**config.mk**
```make
export PLATFORM = sky130hd
export DESIGN_NAME = utf8_stream_decoder_core
export DESIGN_NICKNAME = d
export VERILOG_FILES = /design/src/sv/utf8_pkg.sv /design/src/sv/utf8_stream_decoder_core.sv
export SDC_FILE = /design/constraint.sdc
export NUM_CORES = 1
export LEC_CHECK = 0
export BUFFER_PORTS_ARGS = -buffer_cell sky130_fd_sc_hd__buf_2
export CORE_MARGIN = 2
export CORE_UTILIZATION = 43
export DETAILED_ROUTE_END_ITERATION = 6
export SETUP_SLACK_MARGIN = 0.1
export SYNTH_ARGS = -nofsm -noshare
export SYNTH_HDL_FRONTEND = slang
export SYNTH_SLANG_ARGS = --single-unit
```
**constraint.sdc**
```tcl
create_clock -name clk -period 5.08 [get_ports clk]
set_input_delay 0.762 -clock clk [delete_from_list [all_inputs] [get_ports clk]]
set_output_delay 0.762 -clock clk [all_outputs]
set_load 0.02 [all_outputs]
```
**src/sv/utf8_pkg.sv**
```systemverilog
// Package: constants and types for the UTF-8 stream decoder.
package utf8_pkg;

    localparam int unsigned CpWidth = 21;

    localparam logic [CpWidth-1:0] REPL_CHAR    = 21'h00FFFD;
    localparam logic [CpWidth-1:0] CP_MAX       = 21'h10FFFF;
    localparam logic [CpWidth-1:0] SURR_LO      = 21'h00D800;
    localparam logic [CpWidth-1:0] SURR_HI      = 21'h00DFFF;
    localparam logic [CpWidth-1:0] MIN_CP_2BYTE = 21'h000080;
    localparam logic [CpWidth-1:0] MIN_CP_3BYTE = 21'h000800;
    localparam logic [CpWidth-1:0] MIN_CP_4BYTE = 21'h010000;

    // Byte class masks and match patterns
    localparam logic [7:0] CONT_MASK  = 8'hC0;
    localparam logic [7:0] CONT_PAT   = 8'h80;
    localparam logic [7:0] LEAD2_MASK = 8'hE0;
    localparam logic [7:0] LEAD2_PAT  = 8'hC0;
    localparam logic [7:0] LEAD3_MASK = 8'hF0;
    localparam logic [7:0] LEAD3_PAT  = 8'hE0;
    localparam logic [7:0] LEAD4_MASK = 8'hF8;
    localparam logic [7:0] LEAD4_PAT  = 8'hF0;

    // Results owed for one accepted byte: err_count replacements, then an
    // optional good code point.
    typedef struct packed {
        logic [2:0]         err_count;
        logic               good;
        logic [CpWidth-1:0] cp;
        logic               text_end;
    } result_desc_t;

endpackage

```
**src/sv/utf8_stream_decoder_core.sv**
```systemverilog
// Top level: UTF-8 byte stream decoder with validation and error replacement.
//
//   channel | signals                                        | role
//   --------+------------------------------------------------+-------------------------
//   in      | in_valid, in_ready, data_byte, text_end        | one raw byte per item
//   out     | out_valid, out_ready, code_point, bad_sequence,| one code point per item
//           | run_last, final_result                         |
//
// Each byte is decoded in the cycle it is accepted; the sequence state advances
// at once and the results it owes go into a descriptor register.
// A byte that yields n results (error flush, up to 4) holds the descriptor,
// and so keeps in_ready low, until the last of them has been emitted.
// Results leave through a registered output stage, so a byte is taken while
// an earlier result still waits for out_ready.
// rst_n clears the pending sequence, the descriptor and the output stage.
module utf8_stream_decoder_core
    import utf8_pkg::*;
(
    input  logic               clk,
    input  logic               rst_n,
    input  logic               in_valid,
    output logic               in_ready,
    input  logic [7:0]         data_byte,
    input  logic               text_end,
    output logic               out_valid,
    input  logic               out_ready,
    output logic [CpWidth-1:0] code_point,
    output logic               bad_sequence,
    output logic               run_last,
    output logic               final_result
);

    // Pending multi-byte sequence
    logic [1:0]         held_reg, held_next;
    logic [1:0]         need_reg, need_next;
    logic [CpWidth-1:0] val_reg, val_next;

    // Results owed by the last accepted byte
    logic               desc_valid_reg, desc_valid_next;
    result_desc_t       desc_reg, desc_next;
    result_desc_t       new_desc;

    // Output stage
    logic               out_valid_reg, out_valid_next;
    logic [CpWidth-1:0] cp_reg, cp_next;
    logic               bad_reg, bad_next;
    logic               run_last_reg, run_last_next;
    logic               final_reg, final_next;

    logic               in_fire;
    logic               out_free;
    logic               emit;
    logic               emit_last;
    logic               desc_done;

    // Decode helpers
    logic               is_cont;
    logic               extend;
    logic [CpWidth-1:0] ext_val;
    logic [2:0]         total;
    logic [CpWidth-1:0] min_cp;
    logic               value_ok;

    // ------------------------------------------------------------------
    // Decode one byte against the pending sequence
    // ------------------------------------------------------------------
    assign is_cont = (data_byte & CONT_MASK) == CONT_PAT;
    assign extend  = (held_reg != 2'd0) && (need_reg != 2'd0) && is_cont;
    assign ext_val = {val_reg[CpWidth-7:0], data_byte[5:0]};
    assign total   = {1'b0, held_reg} + 3'd1;

    always_comb
    begin
        case (total)
            3'd2:    min_cp = MIN_CP_2BYTE;
            3'd3:    min_cp = MIN_CP_3BYTE;
            default: min_cp = MIN_CP_4BYTE;
        endcase
    end

    assign value_ok = (ext_val >= min_cp)
                   && !((ext_val >= SURR_LO) && (ext_val <= SURR_HI))
                   && (ext_val <= CP_MAX);

    always_comb
    begin
        held_next          = held_reg;
        need_next          = need_reg;
        val_next           = val_reg;
        new_desc.err_count = 3'd0;
        new_desc.good      = 1'b0;
        new_desc.cp        = {{(CpWidth-8){1'b0}}, data_byte};
        new_desc.text_end  = text_end;

        if (extend)
        begin
            if (need_reg == 2'd1)
            begin
                // Sequence complete: emit the value or one replacement per byte
                if (value_ok)
                begin
                    new_desc.good = 1'b1;
                    new_desc.cp   = ext_val;
                end
                else
                begin
                    new_desc.err_count = total;
                end
                held_next = 2'd0;
                need_next = 2'd0;
                val_next  = '0;
            end
            else
            begin
                held_next = total[1:0];
                need_next = need_reg - 2'd1;
                val_next  = ext_val;
            end
        end
        else
        begin
            // Drop any interrupted sequence, then start afresh with this byte
            new_desc.err_count = {1'b0, held_reg};
            held_next          = 2'd0;
            need_next          = 2'd0;
            val_next           = '0;
            if (!data_byte[7])
            begin
                new_desc.good = 1'b1;
            end
            else if ((data_byte & LEAD2_MASK) == LEAD2_PAT)
            begin
                held_next = 2'd1;
                need_next = 2'd1;
                val_next  = {{(CpWidth-5){1'b0}}, data_byte[4:0]};
            end
            else if ((data_byte & LEAD3_MASK) == LEAD3_PAT)
            begin
                held_next = 2'd1;
                need_next = 2'd2;
                val_next  = {{(CpWidth-4){1'b0}}, data_byte[3:0]};
            end
            else if ((data_byte & LEAD4_MASK) == LEAD4_PAT)
            begin
                held_next = 2'd1;
                need_next = 2'd3;
                val_next  = {{(CpWidth-3){1'b0}}, data_byte[2:0]};
            end
            else
            begin
                // Stray continuation or invalid lead
                new_desc.err_count = {1'b0, held_reg} + 3'd1;
            end
        end

        // Truncated text: flush whatever is still held
        if (text_end && (held_next != 2'd0))
        begin
            new_desc.err_count = new_desc.err_count + {1'b0, held_next};
            held_next          = 2'd0;
            need_next          = 2'd0;
            val_next           = '0;
        end

        if (!in_fire)
        begin
            held_next = held_reg;
            need_next = need_reg;
            val_next  = val_reg;
        end
    end

    // ------------------------------------------------------------------
    // Drain the descriptor one result per cycle, while the output stage is free
    // ------------------------------------------------------------------
    assign out_free  = !out_valid_reg || out_ready;
    assign emit      = desc_valid_reg && out_free;
    // This emission is the last owed by the byte
    assign emit_last = (desc_reg.err_count == 3'd0)
                    || ((desc_reg.err_count == 3'd1) && !desc_reg.good);
    assign desc_done = emit && emit_last;
    assign in_ready  = !desc_valid_reg || desc_done;
    assign in_fire   = in_valid && in_ready;

    always_comb
    begin
        desc_valid_next = desc_valid_reg;
        desc_next       = desc_reg;
        if (in_fire && ((new_desc.err_count != 3'd0) || new_desc.good))
        begin
            desc_valid_next = 1'b1;
            desc_next       = new_desc;
        end
        else if (desc_done)
        begin
            desc_valid_next = 1'b0;
        end
        else if (emit)
        begin
            // Only replacements can precede another result
            desc_next.err_count = desc_reg.err_count - 3'd1;
        end
    end

    always_comb
    begin
        out_valid_next = out_valid_reg;
        cp_next        = cp_reg;
        bad_next       = bad_reg;
        run_last_next  = run_last_reg;
        final_next     = final_reg;
        if (emit)
        begin
            out_valid_next = 1'b1;
            bad_next       = desc_reg.err_count != 3'd0;
            cp_next        = (desc_reg.err_count != 3'd0) ? REPL_CHAR : desc_reg.cp;
            run_last_next  = emit_last;
            final_next     = emit_last && desc_reg.text_end;
        end
        else if (out_ready)
        begin
            out_valid_next = 1'b0;
        end
    end

    always_ff @(posedge clk or negedge rst_n)
    begin
        if (!rst_n)
        begin
            held_reg       <= 2'd0;
            need_reg       <= 2'd0;
            val_reg        <= '0;
            desc_valid_reg <= 1'b0;
            out_valid_reg  <= 1'b0;
        end
        else
        begin
            held_reg       <= held_next;
            need_reg       <= need_next;
            val_reg        <= val_next;
            desc_valid_reg <= desc_valid_next;
            out_valid_reg  <= out_valid_next;
        end
    end

    // Payload registers hold without reset
    always_ff @(posedge clk)
    begin
        desc_reg     <= desc_next;
        cp_reg       <= cp_next;
        bad_reg      <= bad_next;
        run_last_reg <= run_last_next;
        final_reg    <= final_next;
    end

    assign out_valid    = out_valid_reg;
    assign code_point   = cp_reg;
    assign bad_sequence = bad_reg;
    assign run_last     = run_last_reg;
    assign final_result = final_reg;

    // ------------------------------------------------------------------
    // Assertions
    // ------------------------------------------------------------------
    a_idle_needs_nothing: assert property (@(posedge clk) disable iff (!rst_n)
        (held_reg == 2'd0) |-> (need_reg == 2'd0))
        else $error("continuation count set with no sequence held");

    a_seq_len_bound: assert property (@(posedge clk) disable iff (!rst_n)
        (held_reg != 2'd0) |-> (({1'b0, held_reg} + {1'b0, need_reg}) <= 3'd4))
        else $error("pending sequence longer than four bytes");

    a_desc_not_empty: assert property (@(posedge clk) disable iff (!rst_n)
        desc_valid_reg |-> ((desc_reg.err_count != 3'd0) || desc_reg.good))
        else $error("descriptor held with no results owed");

    a_desc_count_bound: assert property (@(posedge clk) disable iff (!rst_n)
        desc_valid_reg |-> (({1'b0, desc_reg.err_count} + {3'd0, desc_reg.good}) <= 4'd4))
        else $error("more than four results owed by one byte");

    a_final_has_run_last: assert property (@(posedge clk) disable iff (!rst_n)
        (out_valid_reg && final_reg) |-> run_last_reg)
        else $error("final result not marked as last of its byte");

endmodule
```
Word level (Yosys, flattened, before mapping)
Cells that the tools add are included.
- bits in read-only memories: 0
- latch bits: 0
- bits in registers: 71
- memories: 0
- logic and storage cells: 102
- bits of input ports: 13
- bits in writable memories: 0
- output and inout bits: 26
- divide/modulo/power cells: 0
- equality and inequality tests: 9
- multiplexer cells: 40
- shifts and indexed selects: 0
- bitwise operators: 0
- add/sub/neg operators: 4
- $mul: 0
- reduce and logical (&&, ||, !) cells: 31
- $lt $le $gt $ge: 4
- operators by type and width (operator ; number):
    $mux W15 ; 3
    $pmux W17 S2 ; 1
    $mux W3 ; 10
    $mux W25 ; 1
    $mux W22 ; 1
    $ge A21 B16 Y1 const B ; 1
    $ge A21 B17 Y1 ; 1
    $le A21 B16 Y1 const B ; 1
    $le A21 B21 Y1 const B ; 1
    $mux W2 ; 10
    $logic_and A1 B1 Y1 ; 12
    $reduce_bool A2 Y1 ; 6
    $mux W5 ; 2
    $mux W1 ; 9
    $mux W4 ; 2
    $mux W8 ; 1
    $eq A3 B2 Y1 const B ; 2
    $reduce_bool A3 Y1 ; 2
    $eq A5 B5 Y1 const B ; 1
    $eq A4 B4 Y1 const B ; 1
    $logic_not A1 Y1 ; 4
    $logic_or A1 B1 Y1 ; 4
    $add A2 B1 Y3 const B ; 1
    $add A3 B2 Y3 ; 1
    10 further kinds ; 10

Longest topological paths before layout
- word-level depth: 16
- depth in mapped cells: 16
- depth with buffers taken out: 15

Least setup slack after synthesis
Ideal clock, no wire load.
- path type: reg-to-reg
- from: register held_reg[0]
- to: register desc_reg[0] (netlist name) (enable)
- setup time: 0.378 ns
- clock period less this slack: 4.165 ns
- arrival: 3.787 ns
- cell stages (with the launch flop): 17
- required time: 4.702 ns
- setup slack: 0.915 ns
- path buffers: 1
- cells stage by stage: dfrtp_1 -> inv_1 -> ha_1 -> inv_1 -> ha_1 -> nor4b_1 -> nand2_1 -> o31a_1 -> a211oi_4 -> clkbuf_1 -> nor2_1 -> ha_1 -> fa_1 -> nor2_1 -> a31oi_1 -> o31ai_2 -> inv_1
- cells in the longest elaborated chain, start to end: 14
- elaborated cells between the ends (all ways): 27
- those cells by class: 2 x add/sub; 1 x order compare; 2 x eq/ne; 12 x mux; 10 x reduce/logical
- ends and longest elaborated chain (item ; line ; RTL):
    start: declaration ; utf8_stream_decoder_core.sv:34 ; logic [1:0] held_reg, held_next;
    start signal: assignment ; utf8_stream_decoder_core.sv:238 ; held_reg <= held_next;
    $add A2 B1 Y3 ; utf8_stream_decoder_core.sv:70, utf8_stream_decoder_core.sv:152 ;
    $eq A3 B2 Y1 ; utf8_stream_decoder_core.sv:74 ; case (total)
    $pmux W17 S2 ; utf8_stream_decoder_core.sv:74 ;
    $ge A21 B17 Y1 ; utf8_stream_decoder_core.sv:81 ; assign value_ok = (ext_val >= min_cp)
    $logic_and A1 B1 Y1 ; utf8_stream_decoder_core.sv:82 ; && !((ext_val >= SURR_LO) && (ext_val <= SURR_HI))
    $logic_and A1 B1 Y1 ; utf8_stream_decoder_core.sv:83 ; && (ext_val <= CP_MAX);
    $mux W3 ; utf8_stream_decoder_core.sv:100 ; if (value_ok)
    $mux W25 ; utf8_stream_decoder_core.sv:97 ; if (need_reg == 2'd1)
    $mux W4 ; utf8_stream_decoder_core.sv:95 ; if (extend)
    $add A3 B2 Y3 ; utf8_stream_decoder_core.sv:159 ; new_desc.err_count = new_desc.err_count + {1'b0, held_next};
    $mux W3 ; utf8_stream_decoder_core.sv:157 ; if (text_end && (held_next != 2'd0))
    $reduce_bool A3 Y1 ; utf8_stream_decoder_core.sv:189 ; if (in_fire && ((new_desc.err_count != 3'd0) || new_desc.good))
    $logic_or A1 B1 Y1 * ; utf8_stream_decoder_core.sv:189 ;
    $logic_and A1 B1 Y1 * ; utf8_stream_decoder_core.sv:189 ;
    end signal: assignment ; utf8_stream_decoder_core.sv:249 ; desc_reg <= desc_next;
    end: declaration ; utf8_stream_decoder_core.sv:40 ; result_desc_t desc_reg, desc_next;
Every way passes the cells marked *; elsewhere a longest branch is shown, timed or not.
A chain may end at the register's enable or synchronous reset.

Final worst setup path
- from: register held_reg[0]
- to: register desc_reg[16] (netlist name) (enable)
The elaborated chain is that of the path after synthesis.

==> flow_results.xml <==
<?xml version="1.0" encoding="UTF-8"?>
<metrics>
  <group name="outcome">
    <metric name="run_status" unit="">completed</metric>
  </group>
  <group name="setup_path">
    <metric name="path_max_fanout" unit="">23</metric>
    <metric name="critical_path.startpoint_type" unit="">flip-flop</metric>
    <metric name="slowest_stage" unit="">sky130_fd_sc_hd__fa_1</metric>
    <metric name="cp-end-kind" unit="">flip-flop</metric>
    <metric name="timing.critical_path.cells" unit="">inv_1, ha_1, inv_1, ha_1, nor4b_1, nand2_1, o31a_1, a211oi_4, nor2_1, ha_1, fa_1, nor2_1, a31oi_1, o31ai_2, inv_1, buf_4</metric>
    <metric name="timing.critical_path.arrival" unit="ps">3940</metric>
    <metric name="worstPathRequired" unit="ps">5100</metric>
    <metric name="timing.critical_path.buf_inv" unit="">4</metric>
    <metric name="critical-path-top-delay-family" unit="">adder cells</metric>
    <metric name="critical_path_class" unit="">flip-flop to flip-flop</metric>
    <metric name="timing.critical_path.slowest_cell_delay" unit="ps">480</metric>
  </group>
  <group name="floorplan">
    <metric name="fp-row-count" unit="">31</metric>
    <metric name="ios" unit="">39</metric>
    <metric name="core" unit="µm²">7290</metric>
    <metric name="initial_core_util" unit="%">44.5</metric>
    <metric name="die_height" unit="µm">90.8</metric>
    <metric name="dieArea" unit="µm²">8250</metric>
    <metric name="fp.dieW" unit="µm">90.8</metric>
  </group>
  <group name="placed_design">
    <metric name="placed_cell_area" unit="µm²">3550</metric>
    <metric name="placed_cells_incl_taps" unit="">387</metric>
    <metric name="port_buffers" unit="">38</metric>
    <metric name="dp_hpwl" unit="µm">4130</metric>
    <metric name="gp_congestion" unit="">0.853</metric>
    <metric name="dp_slack" unit="ps">1150</metric>
  </group>
  <group name="clock_tree">
    <metric name="cts-root-buf" unit="">sky130_fd_sc_hd__clkbuf_8</metric>
    <metric name="cts_clk_pin_slew_worst_paths" unit="ps">80</metric>
    <metric name="cts.hold.buffers_added" unit="">0</metric>
    <metric name="clk_lat_worst_skew" unit="ps">340</metric>
    <metric name="cts_post_setup_buffers_inserted" unit="">0</metric>
    <metric name="cts-root-to-sink-buffers" unit="">2</metric>
    <metric name="cts.sinks" unit="">71</metric>
    <metric name="resized_after_cts" unit="">0</metric>
    <metric name="cts_htree_levels" unit="">3</metric>
    <metric name="clock_tree_from_tritoncts" unit="">done</metric>
    <metric name="cts_inserted_buffers" unit="">9</metric>
  </group>
  <group name="grt">
    <metric name="groute.usage.overall" unit="%">15.0</metric>
    <metric name="grt_pass1_vias" unit="">1952</metric>
    <metric name="grt_start_max_net_pins" unit="">25</metric>
    <metric name="grt_overflow_total" unit="">0</metric>
    <metric name="grt_first_pass_wirelength" unit="µm">9560</metric>
    <metric name="antenna_found_initial" unit="">0</metric>
  </group>
  <group name="synthesis">
    <metric name="yosys_warnings" unit="">0</metric>
    <metric name="netlist_area" unit="µm²">3240</metric>
    <metric name="proportion_of_register_bits_with_asynchronous_set_or_reset_after_synthesis" unit="%">29.6</metric>
    <metric name="synth-edff-count" unit="">50</metric>
    <metric name="syn-num-nets" unit="">283</metric>
    <metric name="synth.yosys.seq_area_share" unit="%">62.5</metric>
    <metric name="syn_inst" unit="">256</metric>
    <metric name="ys_types" unit="">44</metric>
    <metric name="avgSynthCellArea" unit="µm²">12.7</metric>
    <metric name="synth_ff_type" unit="">sky130_fd_sc_hd__edfxtp_1</metric>
    <metric name="postSynthRegisterBits" unit="">71</metric>
  </group>
  <group name="route">
    <metric name="wl_per_instance" unit="µm">14.1</metric>
    <metric name="met2_wire_length" unit="µm">2590</metric>
    <metric name="top_layer_used" unit="">met4</metric>
    <metric name="avgViaCountPerCell" unit="">5.02</metric>
    <metric name="route.met3.wl" unit="µm">276</metric>
    <metric name="drt_iter0_drc" unit="">79</metric>
    <metric name="drc" unit="">0</metric>
    <metric name="routed_wl" unit="µm">5680</metric>
    <metric name="met1_length" unit="µm">2760</metric>
    <metric name="drt-pass1-iter-count" unit="">4</metric>
    <metric name="ant_nets" unit="">0</metric>
    <metric name="route.vias.total" unit="">2023</metric>
  </group>
  <group name="layout">
    <metric name="postLayoutCellArea" unit="µm²">3740</metric>
    <metric name="largest_reg_flops" unit="">26</metric>
    <metric name="syn2layout_area_growth" unit="%">15.4</metric>
    <metric name="finish.net_count" unit="">326</metric>
    <metric name="diodes" unit="">0</metric>
    <metric name="final_standard_cell_count_with_taps_included_and_fillers_excluded" unit="">403</metric>
    <metric name="finalCoreUtilization" unit="%">51.3</metric>
    <metric name="final_layout_size_suffix_gt1_share" unit="%">21.4</metric>
    <metric name="nFillCells" unit="">667</metric>
  </group>
  <group name="timing">
    <metric name="rsz0062_at_grt" unit="">no</metric>
    <metric name="worst_hold_slack" unit="ps">379</metric>
    <metric name="fmaxAchievable" unit="GHz">0.255</metric>
    <metric name="maxSlewViolCount" unit="">0</metric>
    <metric name="finalSetupTns" unit="ps">0</metric>
    <metric name="setup_ws" unit="ps">1160</metric>
    <metric name="layout_min_cycle_time" unit="ps">3920</metric>
    <metric name="finalHoldViolations" unit="">0</metric>
    <metric name="final.period_utilization" unit="%">77.1</metric>
    <metric name="worst_pin_slew" unit="ps">1070</metric>
    <metric name="finalSetupViolations" unit="">0</metric>
    <metric name="relSlewSlack" unit="%">27.9</metric>
    <metric name="final.setup_skew" unit="ps">10.0</metric>
  </group>
  <group name="pwr">
    <metric name="ir_worst_vdd" unit="V">0.000295</metric>
    <metric name="p_total" unit="mW">1.76</metric>
    <metric name="power_density" unit="nW/µm²">470</metric>
    <metric name="leakage" unit="nW">1.48</metric>
  </group>
  <group name="hold_path">
    <metric name="hold_path_class" unit="">primary input to async pin</metric>
  </group>
  <group name="run">
    <metric name="maxCapViolations" unit="">0</metric>
  </group>
</metrics>
cell usage after synthesis, drive strengths merged (2+ instances only):
master / count / share of area [%]
o41ai: 2 / 0.54
inv: 14 / 1.6
dfrtp: 21 / 16
o31ai: 3 / 1.2
a211oi: 2 / 0.85
and3: 13 / 2.5
nor2: 6 / 0.69
and2: 8 / 1.5
nand2b: 19 / 3.7
clkbuf: 9 / 1.0
nor4b: 2 / 0.54
nand2: 20 / 2.3
mux2i: 2 / 0.62
nor3: 3 / 0.46
nor4: 2 / 0.39
nor2b: 2 / 0.39
nand3: 12 / 1.9
o21ai: 14 / 2.2
a21oi: 6 / 0.93
ha: 13 / 5.0
o21a: 2 / 0.46
a21boi: 3 / 0.69
edfxtp: 50 / 46
a22o: 11 / 3.0
kinds of logic (layout without fill, tap and decap cells):
family                   Yosys count  count (layout)  synth area share, %
AND/OR/NAND/NOR                   91              91                 15.5
flip-flops                        71              71                 62.5
buffers and inverters             23              71                 2.66
adder cells (fa/ha/maj)           14              14                 5.63
XOR/XNOR                           1               1                0.270
multiplexers                       3               3                0.965
AO/OA/AOI/OAI                     53              53                 12.5
cell usage in the layout, fill, tap and decap left out, types with 3 or more instances in the layout:
cell | netlist | layout
sky130_fd_sc_hd__o21ai_0 | 11 | 11
sky130_fd_sc_hd__a21oi_1 | 6 | 6
sky130_fd_sc_hd__a21boi_0 | 3 | 3
sky130_fd_sc_hd__o31ai_2 | 3 | 3
sky130_fd_sc_hd__clkbuf_8 | 0 | 9
sky130_fd_sc_hd__and2_1 | 7 | 7
sky130_fd_sc_hd__inv_1 | 14 | 14
sky130_fd_sc_hd__nand2_1 | 20 | 20
sky130_fd_sc_hd__nor3_1 | 3 | 3
sky130_fd_sc_hd__ha_1 | 13 | 13
sky130_fd_sc_hd__a22o_1 | 11 | 11
sky130_fd_sc_hd__buf_4 | 0 | 3
sky130_fd_sc_hd__and3_1 | 13 | 13
sky130_fd_sc_hd__dfrtp_1 | 21 | 21
sky130_fd_sc_hd__edfxtp_1 | 50 | 50
sky130_fd_sc_hd__o21ai_1 | 3 | 3
sky130_fd_sc_hd__nand3_1 | 12 | 12
sky130_fd_sc_hd__nand2b_1 | 19 | 19
sky130_fd_sc_hd__clkinvlp_4 | 0 | 3
sky130_fd_sc_hd__buf_2 | 0 | 38
sky130_fd_sc_hd__nor2_1 | 6 | 6
final timing paths:
kind                                           endpoint                       start  slack [ps]  cells after the start
max                          desc_reg[16]$_SDFFCE_PN0P_     held_reg[0]$_DFFE_PN0P_        1160                     16
min                             need_reg[1]$_DFFE_PN0P_                       rst_n         380                      1
max reg2reg                  desc_reg[16]$_SDFFCE_PN0P_     held_reg[0]$_DFFE_PN0P_        1160                     16
min reg2reg                code_point[12]$_SDFFCE_PP1P_  desc_reg[13]$_SDFFCE_PN0P_         500                      1
max in group asynchronous        val_reg[6]$_DFFE_PN0P_                       rst_n        4350                      1
min in group clk           code_point[12]$_SDFFCE_PP1P_  desc_reg[13]$_SDFFCE_PN0P_         500                      1
metal layers:
layer  vias up  track usage [%]
li1       1030                -
met1       938             20.5
met2        49             22.5
met3         6             4.76
met4         0             5.81
met5         -                0
where the power goes:
group	internal [mW]	total (mW)	switching, mW
Clock	0.229	0.440	0.211
Combinational	0.154	0.481	0.327
Sequential	0.794	0.840	0.0454
Total	1.18	1.76	0.584
worst register-to-register path: stages (launching register included):
cell	delay, ps
sky130_fd_sc_hd__dfrtp_1	450
sky130_fd_sc_hd__inv_1	140
sky130_fd_sc_hd__ha_1	160
sky130_fd_sc_hd__inv_1	40
sky130_fd_sc_hd__ha_1	280
sky130_fd_sc_hd__nor4b_1	230
sky130_fd_sc_hd__nand2_1	90
sky130_fd_sc_hd__o31a_1	300
sky130_fd_sc_hd__a211oi_4	260
sky130_fd_sc_hd__nor2_1	70
sky130_fd_sc_hd__ha_1	190
sky130_fd_sc_hd__fa_1	480
sky130_fd_sc_hd__nor2_1	40
sky130_fd_sc_hd__a31oi_1	330
sky130_fd_sc_hd__o31ai_2	160
sky130_fd_sc_hd__inv_1	90
sky130_fd_sc_hd__buf_4	280
area by class of cell:
cell class	count	area (µm²)	share of cell area, %
multi-input combinational	162	1130	30.2
tap	99	124	3.31
inverter	14	52.6	1.40
sequential	71	2030	54.1
timing repair buffer	41	213	5.68
clock inverter	6	70.1	1.87
clock buffer	10	128	3.41
No activity file was read; power rests on OpenSTA's default activity.
